$ cat config.mk
export PLATFORM = sky130hd
export DESIGN_NAME = crc16_line_frame_checker_unit
export DESIGN_NICKNAME = d
export VERILOG_FILES = /design/src/hdl/clfc_pkg.sv /design/src/hdl/crc16_line_frame_checker_unit.sv /design/src/hdl/clfc_line_tracker.sv
export SDC_FILE = /design/constraint.sdc
export NUM_CORES = 1
export LEC_CHECK = 0
export BUFFER_PORTS_ARGS = -buffer_cell sky130_fd_sc_hd__buf_2
export CAP_MARGIN = 20
export CELL_PAD_IN_SITES_DETAIL_PLACEMENT = 0
export CELL_PAD_IN_SITES_GLOBAL_PLACEMENT = 1
export CORE_AREA = 2 2 121 123
export CTS_CLUSTER_DIAMETER = 40
export DETAILED_ROUTE_END_ITERATION = 10
export DIE_AREA = 0 0 123 125
export MAX_ROUTING_LAYER = met4
export PLACE_DENSITY_LB_ADDON = 0.2
export SYNTH_ARGS = -nofsm -noshare
export SYNTH_HDL_FRONTEND = slang
export SYNTH_SLANG_ARGS = --single-unit
$ cat constraint.sdc
create_clock -name clk_i -period 9.2 [get_ports clk_i]
set_input_delay 0.92 -clock clk_i [delete_from_list [all_inputs] [get_ports clk_i]]
set_output_delay 0.92 -clock clk_i [all_outputs]
set_load 0.005 [all_outputs]
$ cat src/hdl/clfc_pkg.sv
// Package for the CRC-16 line frame checker: character codes, verdict codes,
// result type and the byte-wide CRC-16/CCITT-FALSE and character helpers.
// No dependencies.
package clfc_pkg;

  localparam logic [15:0] CrcInit = 16'hFFFF;
  localparam logic [15:0] CrcPoly = 16'h1021;
  localparam logic [7:0]  ExpectedFieldsReset = 8'd14;

  localparam logic [7:0] ChrStar    = 8'h2A;
  localparam logic [7:0] ChrComma   = 8'h2C;
  localparam logic [7:0] ChrNewline = 8'h0A;
  localparam logic [7:0] ChrSpace   = 8'h20;

  localparam logic [2:0] HexMaxDigits  = 3'd4;
  localparam logic [2:0] HexOverflow   = 3'd5;
  localparam logic [7:0] CommaSatLimit = 8'd254;
  localparam logic [7:0] CountMax      = 8'd255;

  typedef enum logic [2:0] {
    VERDICT_OK       = 3'd0,
    VERDICT_NO_STAR  = 3'd1,
    VERDICT_BAD_HEX  = 3'd2,
    VERDICT_CRC_BAD  = 3'd3,
    VERDICT_FIELDS   = 3'd4
  } verdict_e;

  typedef struct packed {
    verdict_e    verdict;
    logic [15:0] received_crc;
    logic [15:0] computed_crc;
    logic [7:0]  field_count;
  } result_t;

  // One byte through CRC-16/CCITT-FALSE, MSB first.
  function automatic logic [15:0] crc16_byte(input logic [15:0] crc, input logic [7:0] b);
    logic [15:0] c;
    c = crc ^ {b, 8'h00};
    for (int k = 0; k < 8; k++) begin
      c = c[15] ? ({c[14:0], 1'b0} ^ CrcPoly) : {c[14:0], 1'b0};
    end
    return c;
  endfunction

  // Space, tab, LF, VT, FF, CR.
  function automatic logic is_space(input logic [7:0] c);
    return (c == ChrSpace) || ((c >= 8'h09) && (c <= 8'h0D));
  endfunction

  // Bit 4 flags a valid hex digit, bits 3:0 carry its value.
  function automatic logic [4:0] hex_nibble(input logic [7:0] c);
    logic [7:0] d;
    d = 8'h00;
    if ((c >= 8'h30) && (c <= 8'h39)) begin
      d = c - 8'h30;
      return {1'b1, d[3:0]};
    end else if ((c >= 8'h41) && (c <= 8'h46)) begin
      d = c - 8'h37;
      return {1'b1, d[3:0]};
    end else if ((c >= 8'h61) && (c <= 8'h66)) begin
      d = c - 8'h57;
      return {1'b1, d[3:0]};
    end
    return 5'b0_0000;
  endfunction

endpackage

$ cat src/hdl/crc16_line_frame_checker_unit.sv
// Top level of the CRC-16 line frame checker: input register, line tracker,
// result register and the expected-fields register. Uses clfc_pkg, clfc_line_tracker.
//
//  channel   dir  payload                                       handshake
//  s_axis    in   tdata[7:0] rx_byte                            tvalid/tready
//  m_axis    out  tdata[47:0] verdict,rx crc,calc crc,fields    tvalid/tready
//  cfg       in   cfg_wdata_i[7:0] expected_fields              cfg_we_i
//
// One byte per cycle while m_axis takes its results. An accepted byte is held in
// the input register for the line tracker; its verdict (newline only) is held in
// the result register on m_axis. The byte-wide CRC update sets the critical path.
// Reset (rst_ni low, async) clears line state and sets expected_fields to 14.
// When the result register is full and not taken, the tracker holds its byte
// and s_axis_tready drops; nothing is lost or repeated.
module crc16_line_frame_checker_unit (
  input  logic        clk_i,
  input  logic        rst_ni,
  input  logic        s_axis_tvalid,
  output logic        s_axis_tready,
  input  logic [7:0]  s_axis_tdata,   // [7:0] rx_byte
  output logic        m_axis_tvalid,
  input  logic        m_axis_tready,
  output logic [47:0] m_axis_tdata,   // [2:0] verdict, [18:3] received_crc,
                                      // [34:19] computed_crc, [42:35] field_count,
                                      // [47:43] zero
  input  logic        cfg_we_i,
  input  logic [7:0]  cfg_wdata_i     // expected_fields
);

  logic              in_valid_q;
  logic [7:0]        in_byte_q;
  logic              out_valid_q;
  clfc_pkg::result_t out_q;
  logic [7:0]        exp_fields_q;
  logic              fire;
  logic              emit;
  clfc_pkg::result_t result;

  // tracker advances when the result register can take a possible verdict
  assign fire          = in_valid_q && (!out_valid_q || m_axis_tready);
  assign s_axis_tready = !in_valid_q || fire;

  always_ff @(posedge clk_i or negedge rst_ni) begin
    if (!rst_ni) begin
      in_valid_q <= 1'b0;
    end else if (s_axis_tready) begin
      in_valid_q <= s_axis_tvalid;
    end
  end

  always_ff @(posedge clk_i) begin
    if (s_axis_tready && s_axis_tvalid) begin
      in_byte_q <= s_axis_tdata;
    end
  end

  always_ff @(posedge clk_i or negedge rst_ni) begin
    if (!rst_ni) begin
      exp_fields_q <= clfc_pkg::ExpectedFieldsReset;
    end else if (cfg_we_i) begin
      exp_fields_q <= cfg_wdata_i;
    end
  end

  clfc_line_tracker u_tracker (
    .clk_i             (clk_i),
    .rst_ni            (rst_ni),
    .fire_i            (fire),
    .byte_i            (in_byte_q),
    .expected_fields_i (exp_fields_q),
    .emit_o            (emit),
    .result_o          (result)
  );

  always_ff @(posedge clk_i or negedge rst_ni) begin
    if (!rst_ni) begin
      out_valid_q <= 1'b0;
    end else if (emit) begin
      out_valid_q <= 1'b1;
    end else if (m_axis_tready) begin
      out_valid_q <= 1'b0;
    end
  end

  always_ff @(posedge clk_i) begin
    if (emit) begin
      out_q <= result;
    end
  end

  assign m_axis_tvalid = out_valid_q;
  assign m_axis_tdata  = {5'b00000, out_q.field_count, out_q.computed_crc,
                          out_q.received_crc, out_q.verdict};

endmodule

$ cat src/hdl/clfc_line_tracker.sv
// Per-line state of the frame checker: running CRC, comma count, star snapshot
// and hex trailer parse; forms the verdict at newline. Uses clfc_pkg.
module clfc_line_tracker (
  input  logic                  clk_i,
  input  logic                  rst_ni,
  input  logic                  fire_i,
  input  logic [7:0]            byte_i,
  input  logic [7:0]            expected_fields_i,
  output logic                  emit_o,
  output clfc_pkg::result_t     result_o
);

  logic [15:0] running_crc_q, running_crc_d;
  logic [15:0] crc_at_star_q, crc_at_star_d;
  logic [7:0]  running_commas_q, running_commas_d;
  logic [7:0]  commas_at_star_q, commas_at_star_d;
  logic        star_seen_q, star_seen_d;
  logic        line_started_q, line_started_d;
  logic [15:0] hex_value_q, hex_value_d;
  logic [2:0]  hex_digits_q, hex_digits_d;
  logic        hex_bad_q, hex_bad_d;
  logic        hex_trail_q, hex_trail_d;

  logic        is_nl, is_sp;
  logic [4:0]  nib;
  logic [7:0]  fields;

  assign is_nl  = (byte_i == clfc_pkg::ChrNewline);
  assign is_sp  = clfc_pkg::is_space(byte_i);
  assign nib    = clfc_pkg::hex_nibble(byte_i);
  assign fields = (commas_at_star_q >= clfc_pkg::CommaSatLimit) ? clfc_pkg::CountMax
                                                                 : commas_at_star_q + 8'd1;

  // verdict from the state before the newline
  always_comb begin
    result_o = '{verdict: clfc_pkg::VERDICT_NO_STAR, received_crc: 16'h0000,
                 computed_crc: 16'h0000, field_count: 8'h00};
    if (star_seen_q) begin
      result_o.computed_crc = crc_at_star_q;
      result_o.field_count  = fields;
      if (hex_bad_q || (hex_digits_q == 3'd0)) begin
        result_o.verdict = clfc_pkg::VERDICT_BAD_HEX;
      end else begin
        result_o.received_crc = hex_value_q;
        if (hex_value_q != crc_at_star_q) begin
          result_o.verdict = clfc_pkg::VERDICT_CRC_BAD;
        end else if (fields != expected_fields_i) begin
          result_o.verdict = clfc_pkg::VERDICT_FIELDS;
        end else begin
          result_o.verdict = clfc_pkg::VERDICT_OK;
        end
      end
    end
  end

  assign emit_o = fire_i && is_nl && line_started_q;

  always_comb begin
    running_crc_d    = running_crc_q;
    crc_at_star_d    = crc_at_star_q;
    running_commas_d = running_commas_q;
    commas_at_star_d = commas_at_star_q;
    star_seen_d      = star_seen_q;
    line_started_d   = line_started_q;
    hex_value_d      = hex_value_q;
    hex_digits_d     = hex_digits_q;
    hex_bad_d        = hex_bad_q;
    hex_trail_d      = hex_trail_q;
    if (fire_i) begin
      if (is_nl) begin
        running_crc_d    = clfc_pkg::CrcInit;
        crc_at_star_d    = clfc_pkg::CrcInit;
        running_commas_d = 8'd0;
        commas_at_star_d = 8'd0;
        star_seen_d      = 1'b0;
        line_started_d   = 1'b0;
        hex_value_d      = 16'h0000;
        hex_digits_d     = 3'd0;
        hex_bad_d        = 1'b0;
        hex_trail_d      = 1'b0;
      end else if (line_started_q || !is_sp) begin
        line_started_d = 1'b1;
        if (byte_i == clfc_pkg::ChrStar) begin
          crc_at_star_d    = running_crc_q;
          commas_at_star_d = running_commas_q;
          star_seen_d      = 1'b1;
          hex_value_d      = 16'h0000;
          hex_digits_d     = 3'd0;
          hex_bad_d        = 1'b0;
          hex_trail_d      = 1'b0;
        end else if (star_seen_q) begin
          if (is_sp) begin
            if (hex_digits_q == 3'd0) hex_bad_d = 1'b1;
            hex_trail_d = 1'b1;
          end else if (!nib[4] || hex_trail_q) begin
            hex_bad_d = 1'b1;
          end else if (hex_digits_q >= clfc_pkg::HexMaxDigits) begin
            hex_bad_d    = 1'b1;
            hex_digits_d = clfc_pkg::HexOverflow;
          end else begin
            hex_value_d  = {hex_value_q[11:0], nib[3:0]};
            hex_digits_d = hex_digits_q + 3'd1;
          end
        end
        if ((byte_i == clfc_pkg::ChrComma) && (running_commas_q != clfc_pkg::CountMax)) begin
          running_commas_d = running_commas_q + 8'd1;
        end
        running_crc_d = clfc_pkg::crc16_byte(running_crc_q, byte_i);
      end
    end
  end

  always_ff @(posedge clk_i or negedge rst_ni) begin
    if (!rst_ni) begin
      running_crc_q    <= clfc_pkg::CrcInit;
      crc_at_star_q    <= clfc_pkg::CrcInit;
      running_commas_q <= 8'd0;
      commas_at_star_q <= 8'd0;
      star_seen_q      <= 1'b0;
      line_started_q   <= 1'b0;
      hex_value_q      <= 16'h0000;
      hex_digits_q     <= 3'd0;
      hex_bad_q        <= 1'b0;
      hex_trail_q      <= 1'b0;
    end else begin
      running_crc_q    <= running_crc_d;
      crc_at_star_q    <= crc_at_star_d;
      running_commas_q <= running_commas_d;
      commas_at_star_q <= commas_at_star_d;
      star_seen_q      <= star_seen_d;
      line_started_q   <= line_started_d;
      hex_value_q      <= hex_value_d;
      hex_digits_q     <= hex_digits_d;
      hex_bad_q        <= hex_bad_d;
      hex_trail_q      <= hex_trail_d;
    end
  end

  // newline always leaves a clean line
  a_nl_clears: assert property (@(posedge clk_i) disable iff (!rst_ni)
    fire_i && is_nl |=> !line_started_q && !star_seen_q && (running_commas_q == 8'd0))
    else $error("line state not cleared after newline");

  a_hex_digits_range: assert property (@(posedge clk_i) disable iff (!rst_ni)
    hex_digits_q <= clfc_pkg::HexOverflow)
    else $error("hex digit count out of range");

  a_star_snapshot: assert property (@(posedge clk_i) disable iff (!rst_ni)
    fire_i && (byte_i == clfc_pkg::ChrStar) |=> star_seen_q &&
      (crc_at_star_q == $past(running_crc_q)))
    else $error("star did not snapshot running CRC");

  a_overflow_is_bad: assert property (@(posedge clk_i) disable iff (!rst_ni)
    (hex_digits_q == clfc_pkg::HexOverflow) |-> hex_bad_q)
    else $error("hex overflow without bad flag");

endmodule

==> results.sh, run 1 <==
export IMPL_status="finished, final reports clean"
export IMPL_critPathKind="flip-flop to flip-flop"
export IMPL_critPathLaunchType="flip-flop"
export IMPL_synth_cell_types=60
export IMPL_postPlaceCellArea_um2=6640
export IMPL_path_cells="inv_1, ha_1, o21bai_1, a2111oi_2, a31oi_2, nor4b_4, a21oi_2, mux2_2"
export IMPL_tightest_slew_ns=0.971
export IMPL_htree_levels=4
export IMPL_arrival_ns=3.72
export IMPL_synthArstFlopShare_pct=61.4
export IMPL_grt_busiest_layer="met1"
export IMPL_p_seq_share_pct=43.8
export IMPL_p_leak_nw=3.06
export IMPL_r2r_end="u_tracker.hex_value_q[3]"
export IMPL_dieArea_um2=15400
export IMPL_drt_wl_total_um=12300
export IMPL_p_per_area_nw_per_um2=248
export IMPL_num_antenna_cells=0
export IMPL_route_detailed_drc=0
export IMPL_io_pins=71
export IMPL_hp_class="primary input to asynchronous set/reset pin"
export IMPL_fin_hold_ws_ns=0.327
export IMPL_yosys_warnings=0
export IMPL_hold_viol_final=0
export IMPL_slew_violations=0
export IMPL_initial_utilization_pct=43.8
export IMPL_clockBufferDepth=2
export IMPL_combPwrFrac_pct=17.6
export IMPL_cp_end_kind="flip-flop"
export IMPL_tns_ns=0
export IMPL_path_depth=8
export IMPL_fin_nets=641
export IMPL_grt_pass1_wl_um=20500
export IMPL_detail_route_first_pass_iterations=5
export IMPL_cts_tree="yes"
export IMPL_cts_repair_resized=0
export IMPL_drtAntennaViolNets=0
export IMPL_hold_buffers=0
export IMPL_power_switching_mw=0.493
export IMPL_r2r_setup_slack_ns=5.78
export IMPL_vdd_ir_drop_worst_mv=0.122
export IMPL_relSlewSlack_pct=35.3
export IMPL_fin_area_um2=7290
export IMPL_track_usage_pct=17.8
export IMPL_intPower_mw=1.32
export IMPL_netlist_area_um2=6220
export IMPL_final_common_cell="buf_2"
export IMPL_period_share_pct=37.2
export IMPL_r2r_cells=8
export IMPL_synth_avg_cell_area_um2=11.3
export IMPL_wl_per_cell_um=15.3
export IMPL_synth_seq_cells=132
export IMPL_cp_data_required_time_ns=9.50
export IMPL_grt_max_degree=82
export IMPL_clock_latency_ns=0.42
export IMPL_clkPwrFrac_pct=38.7
export IMPL_crit_path_top_delay_cell="a2111oi_2"
export IMPL_antenna_found_initial=0
export IMPL_seq_area_frac_synth_pct=57.9
export IMPL_die_h_um=125
export IMPL_rows=44
export IMPL_syn_to_final_growth_pct=17.2
export IMPL_finalSetupViolations=0
export IMPL_grt_met3_usage_pct=3.97
export IMPL_dr_total_vias=4090
export IMPL_core_area_um2=14200
export IMPL_clk_pin_slew_ns=0.06
export IMPL_drt_iter0_markers=259
export IMPL_grt_pass1_vias=3987
export IMPL_worst_r2r_startpoint="in_byte_q[0]"
export IMPL_drive_gt1_share_pct=25.4
export IMPL_use_met2_pct=24.4
export IMPL_clock_skew_ns=0.00975
export IMPL_cap_violations=0
export IMPL_grt_setup_unrepaired="no"
export IMPL_grt_overflow_total=0
export IMPL_slowest_delay_ns=0.72
export IMPL_io_buffers=65
export IMPL_max_freq_ghz=0.292
export IMPL_cp_max_fo=16
export IMPL_met1_usage_pct=25.4
export IMPL_cts_root_buf="clkbuf_16"
export IMPL_utilization_pct=51.4
export IMPL_synthCells=549
export IMPL_cp_top_family="compound AO/OA/AOI/OAI gates"
export IMPL_numCtsBuffers=17
export IMPL_period_needed_ns=3.42
export IMPL_synth_edf_count=51
export IMPL_die_w_um=123
export IMPL_synthFlopType="edfxtp_1"
export IMPL_place_hpwl_um=8590
export IMPL_layout_common_cells="64 x buf_2, 62 x nand2_1, 55 x nor2_1"
export IMPL_globalplace_congestion=0.862
export IMPL_finalPower_mw=1.81
export IMPL_post_cts_buffers=0
export IMPL_swShare_pct=27.3
export IMPL_clock_sinks=132
export IMPL_viasPerCell=5.07
export IMPL_critical_path_buf_inv_count=1
==> power by group through the flow <==
stage / registers [mW] / clock network (mW) / logic (mW)
after global placement: 0.801 / 0 / 0.311
final: 0.792 / 0.699 / 0.317
after global routing: 0.804 / 0.740 / 0.369
after floorplan: 0.773 / 0 / 0.260
after detailed placement: 0.802 / 0 / 0.317
after CTS: 0.792 / 0.711 / 0.319
==> cells by family after synthesis <==
logic type,share of synthesized area [%]
buffers and inverters,3.58
XOR/XNOR,7.60
adder cells (fa/ha/maj),2.01
multiplexers,2.49
AO/OA/AOI/OAI,11.2
flip-flops,57.9
other,0.0603
AND/OR/NAND/NOR,15.2
==> metrics by stage <==
step	worst slack, ns	instances
after floorplan	6.10	553
after global placement	5.89	773
after detailed placement	5.83	773
after CTS	5.82	805
after global routing	5.52	807
final	5.78	807
==> metal layers <==
metal | vias up | wire (um)
met5 | - | 0
met2 | 96 | 5270
met1 | 1928 | 6230
met4 | 0 | 313
li1 | 2042 | -
met3 | 24 | 504
==> worst reg2reg max path: stages (launching register included) <==
cell and delay, ns:
edfxtp_1 0.49, inv_1 0.19, ha_1 0.24, o21bai_1 0.09
a2111oi_2 0.72, a31oi_2 0.21, nor4b_4 0.72, a21oi_2 0.29
mux2_2 0.35
==> cell usage after synthesis, types with 5 or more instances <==
cell | n | area [um2]
inv_1 | 9 | 33.8
buf_4 | 8 | 60.1
dfrtp_1 | 46 | 1150
o21ai_0 | 40 | 200
a21oi_1 | 16 | 80.1
nor2_1 | 55 | 206
nand2_1 | 62 | 233
xnor2_1 | 36 | 315
nor3_1 | 6 | 30.0
a22o_1 | 14 | 123
and2_1 | 18 | 113
nand3_1 | 8 | 40.0
dfstp_2 | 35 | 920
clkbuf_1 | 13 | 48.8
ha_1 | 10 | 125
and3_1 | 17 | 106
or3_1 | 5 | 31.3
mux2_2 | 12 | 135
edfxtp_1 | 51 | 1530
xor2_1 | 18 | 158
==> state kept, by name (all words and copies together), names as in the netlist, 3 cells and up <==
register,count
u_tracker.running_commas_q,8
exp_fields_q,8
in_byte_q,8
u_tracker.crc_at_star_q,16
u_tracker.commas_at_star_q,8
u_tracker.hex_value_q,16
u_tracker.running_crc_q,16
m_axis_tdata,43
u_tracker.hex_digits_q,3
==> how the worst max path moves through the flow <==
| stage | from | end | slack (ns) |
|---|---|---|---|
| final | in_byte_q[0] | u_tracker.hex_value_q[3] | 5.78 |
| after global placement | in_byte_q[6] | m_axis_tdata[21] | 5.89 |
| after CTS | in_byte_q[0] | u_tracker.hex_value_q[3] | 5.82 |
| after floorplan | in_byte_q[4] | m_axis_tdata[0] | 6.10 |
| after global routing | in_byte_q[0] | u_tracker.hex_value_q[3] | 5.52 |
| after detailed placement | in_byte_q[0] | u_tracker.hex_value_q[1] | 5.83 |
==> final cells by class <==
class,instances,area (um2)
inverters,9,33.8
flip-flops and latches,132,3600
clock inverters,14,186
clock buffers,18,429
multi-input cells,380,2420
repair buffers,70,393
fillers,1273,6910
well taps,184,230
Power figures use the tool's default switching activity.
==> run 2, diff against run 1 <==
==> constraint.sdc (replaced) <==
create_clock -name clk_i -period 3.3 [get_ports clk_i]
set_input_delay 0.33 -clock clk_i [delete_from_list [all_inputs] [get_ports clk_i]]
set_output_delay 0.33 -clock clk_i [all_outputs]
set_load 0.005 [all_outputs]
==> run 2 against run 1 <==
Sequential share of layout area down 0.24 points. Critical endpoint is now m_axis_tdata[16]. Count of clock-buffer cells in the layout up 2. Largest power group unchanged. Utilization up 0.26 points.
==> results.sh, run 2 (synthesized netlist as in run 1, its figures left out) <==
export IMPL_hold_viol_final=0
export IMPL_wl_per_cell_um=15.2
export IMPL_layout_setup_ws_ns=0.532
export IMPL_io_pins=71
export IMPL_dieArea_um2=15400
export IMPL_p_per_area_nw_per_um2=685
export IMPL_relSlewSlack_pct=41.0
export IMPL_grt_overflow_total=0
export IMPL_tns_ns=0
export IMPL_syn_to_final_growth_pct=17.8
export IMPL_vdd_ir_drop_worst_mv=0.278
export IMPL_hp_class="primary input to flip-flop"
export IMPL_place_hpwl_um=8670
export IMPL_dr_total_vias=4141
export IMPL_dpl_worst_slack_ns=0.542
export IMPL_grt_pass1_vias=4008
export IMPL_htree_levels=4
export IMPL_fin_area_um2=7330
export IMPL_cap_violations=0
export IMPL_finalPower_mw=5.02
export IMPL_cp_data_required_time_ns=3.39
export IMPL_cp_end_kind="flip-flop"
export IMPL_drt_wl_total_um=12400
export IMPL_clockBufferDepth=2
export IMPL_die_h_um=125
export IMPL_viasPerCell=5.10
export IMPL_critical_path_buf_inv_count=3
export IMPL_route_detailed_drc=0
export IMPL_numCtsBuffers=17
export IMPL_status="finished, final reports clean"
export IMPL_fin_nets=646
export IMPL_clock_sinks=132
export IMPL_track_usage_pct=18.0
export IMPL_globalplace_congestion=0.862
export IMPL_fin_hold_ws_ns=0.0918
export IMPL_drtAntennaViolNets=0
export IMPL_drt_iter0_markers=345
export IMPL_clock_latency_ns=0.41
export IMPL_p_leak_nw=3.08
export IMPL_antenna_found_initial=0
export IMPL_cts_repair_resized=0
export IMPL_layout_common_cells="64 x buf_2, 62 x nand2_1, 55 x nor2_1"
export IMPL_critPathLaunchType="flip-flop"
export IMPL_slew_violations=0
export IMPL_rows=44
export IMPL_grt_max_degree=82
export IMPL_postPlaceCellArea_um2=6690
export IMPL_largest_register_ffs=43
export IMPL_io_buffers=65
export IMPL_cp_max_fo=43
export IMPL_slowest_delay_ns=0.60
export IMPL_final_common_cell="buf_2"
export IMPL_die_w_um=123
export IMPL_n_fill_cell=1291
export IMPL_drive_gt1_share_pct=25.2
export IMPL_period_needed_ns=2.77
export IMPL_period_share_pct=83.9
export IMPL_critPathKind="flip-flop to flip-flop"
export IMPL_crit_path_top_delay_cell="or4b_4"
export IMPL_tightest_slew_ns=0.885
export IMPL_num_antenna_cells=0
export IMPL_detail_route_first_pass_iterations=5
export IMPL_core_area_um2=14200
export IMPL_cts_root_buf="clkbuf_16"
export IMPL_seq_area_um2=3600
export IMPL_grt_setup_unrepaired="no"
export IMPL_arrival_ns=2.86
export IMPL_clk_pin_slew_ns=0.05
export IMPL_cts_tree="yes"
export IMPL_multi_input_area_um2=2420
export IMPL_initial_utilization_pct=43.8
export IMPL_clock_skew_ns=0.00793
export IMPL_cp_top_family="simple AND/OR/NAND/NOR gates"
export IMPL_grt_pass1_wl_um=20800
export IMPL_max_freq_ghz=0.361
export IMPL_finalSetupViolations=0
export IMPL_path_cells="or4b_4, or3_1, nor2_1, buf_4, nand2_1, inv_1, buf_12"
## run 2: layout make-up
| cell class | count | area share, % |
|---|---|---|
| flip-flops and latches | 132 | 49.1 |
| multi-input cells | 380 | 33.0 |
| clock buffers | 20 | 6.09 |
| repair buffers | 75 | 5.97 |
| well taps | 184 | 3.14 |
| clock inverters | 12 | 2.18 |
| inverters | 9 | 0.461 |
## run 2: per-stage QoR
| stage | utilization (%) | instances |
|---|---|---|
| after floorplan | - | 553 |
| after global placement | 47.1 | 778 |
| after detailed placement | 47.1 | 778 |
| after CTS | 51.3 | 810 |
| after global routing | 51.6 | 812 |
| final | 51.6 | 812 |
## run 2: power by group
group	internal [mW]	switching [mW]	leakage, nW	total, mW
Combinational	0.413	0.478	1.28	0.891
Clock	1.27	0.650	0.300	1.92
Sequential	2.00	0.212	1.50	2.21
Total	3.68	1.34	3.08	5.02
## run 2: worst paths after layout
kind / startpoint / endpoint / slack [ns] / cells past startpoint
min in group asynchronous: rst_ni / u_tracker.running_commas_q[6] / 0.29 / 2
hold reg to reg: u_tracker.crc_at_star_q[15] / u_tracker.crc_at_star_q[15] / 0.49 / 2
hold / removal: s_axis_tdata[6] / in_byte_q[6] / 0.09 / 1
setup / recovery: in_byte_q[6] / m_axis_tdata[16] / 0.53 / 7
setup reg to reg: in_byte_q[6] / m_axis_tdata[16] / 0.53 / 7
max in group asynchronous: rst_ni / u_tracker.crc_at_star_q[11] / 2.40 / 3
## run 2: worst reg2reg max path, stage by stage (launching register included)
cell      delay, ns
edfxtp_1       0.49
or4b_4         0.60
or3_1          0.55
nor2_1         0.18
buf_4          0.17
nand2_1        0.08
inv_1          0.13
buf_12         0.24
## run 2: repair_timing
item                      in CTS  in global routing
hold buffers                   0                  1
hold endpoints to repair       0                  6
buffers inserted               0                  0
## run 2: per-layer routing
metal	global-route usage (%)	wire, um
met5	-	0
met4	7.82	175
met3	4.15	508
met2	25.0	5630
met1	25.2	6040
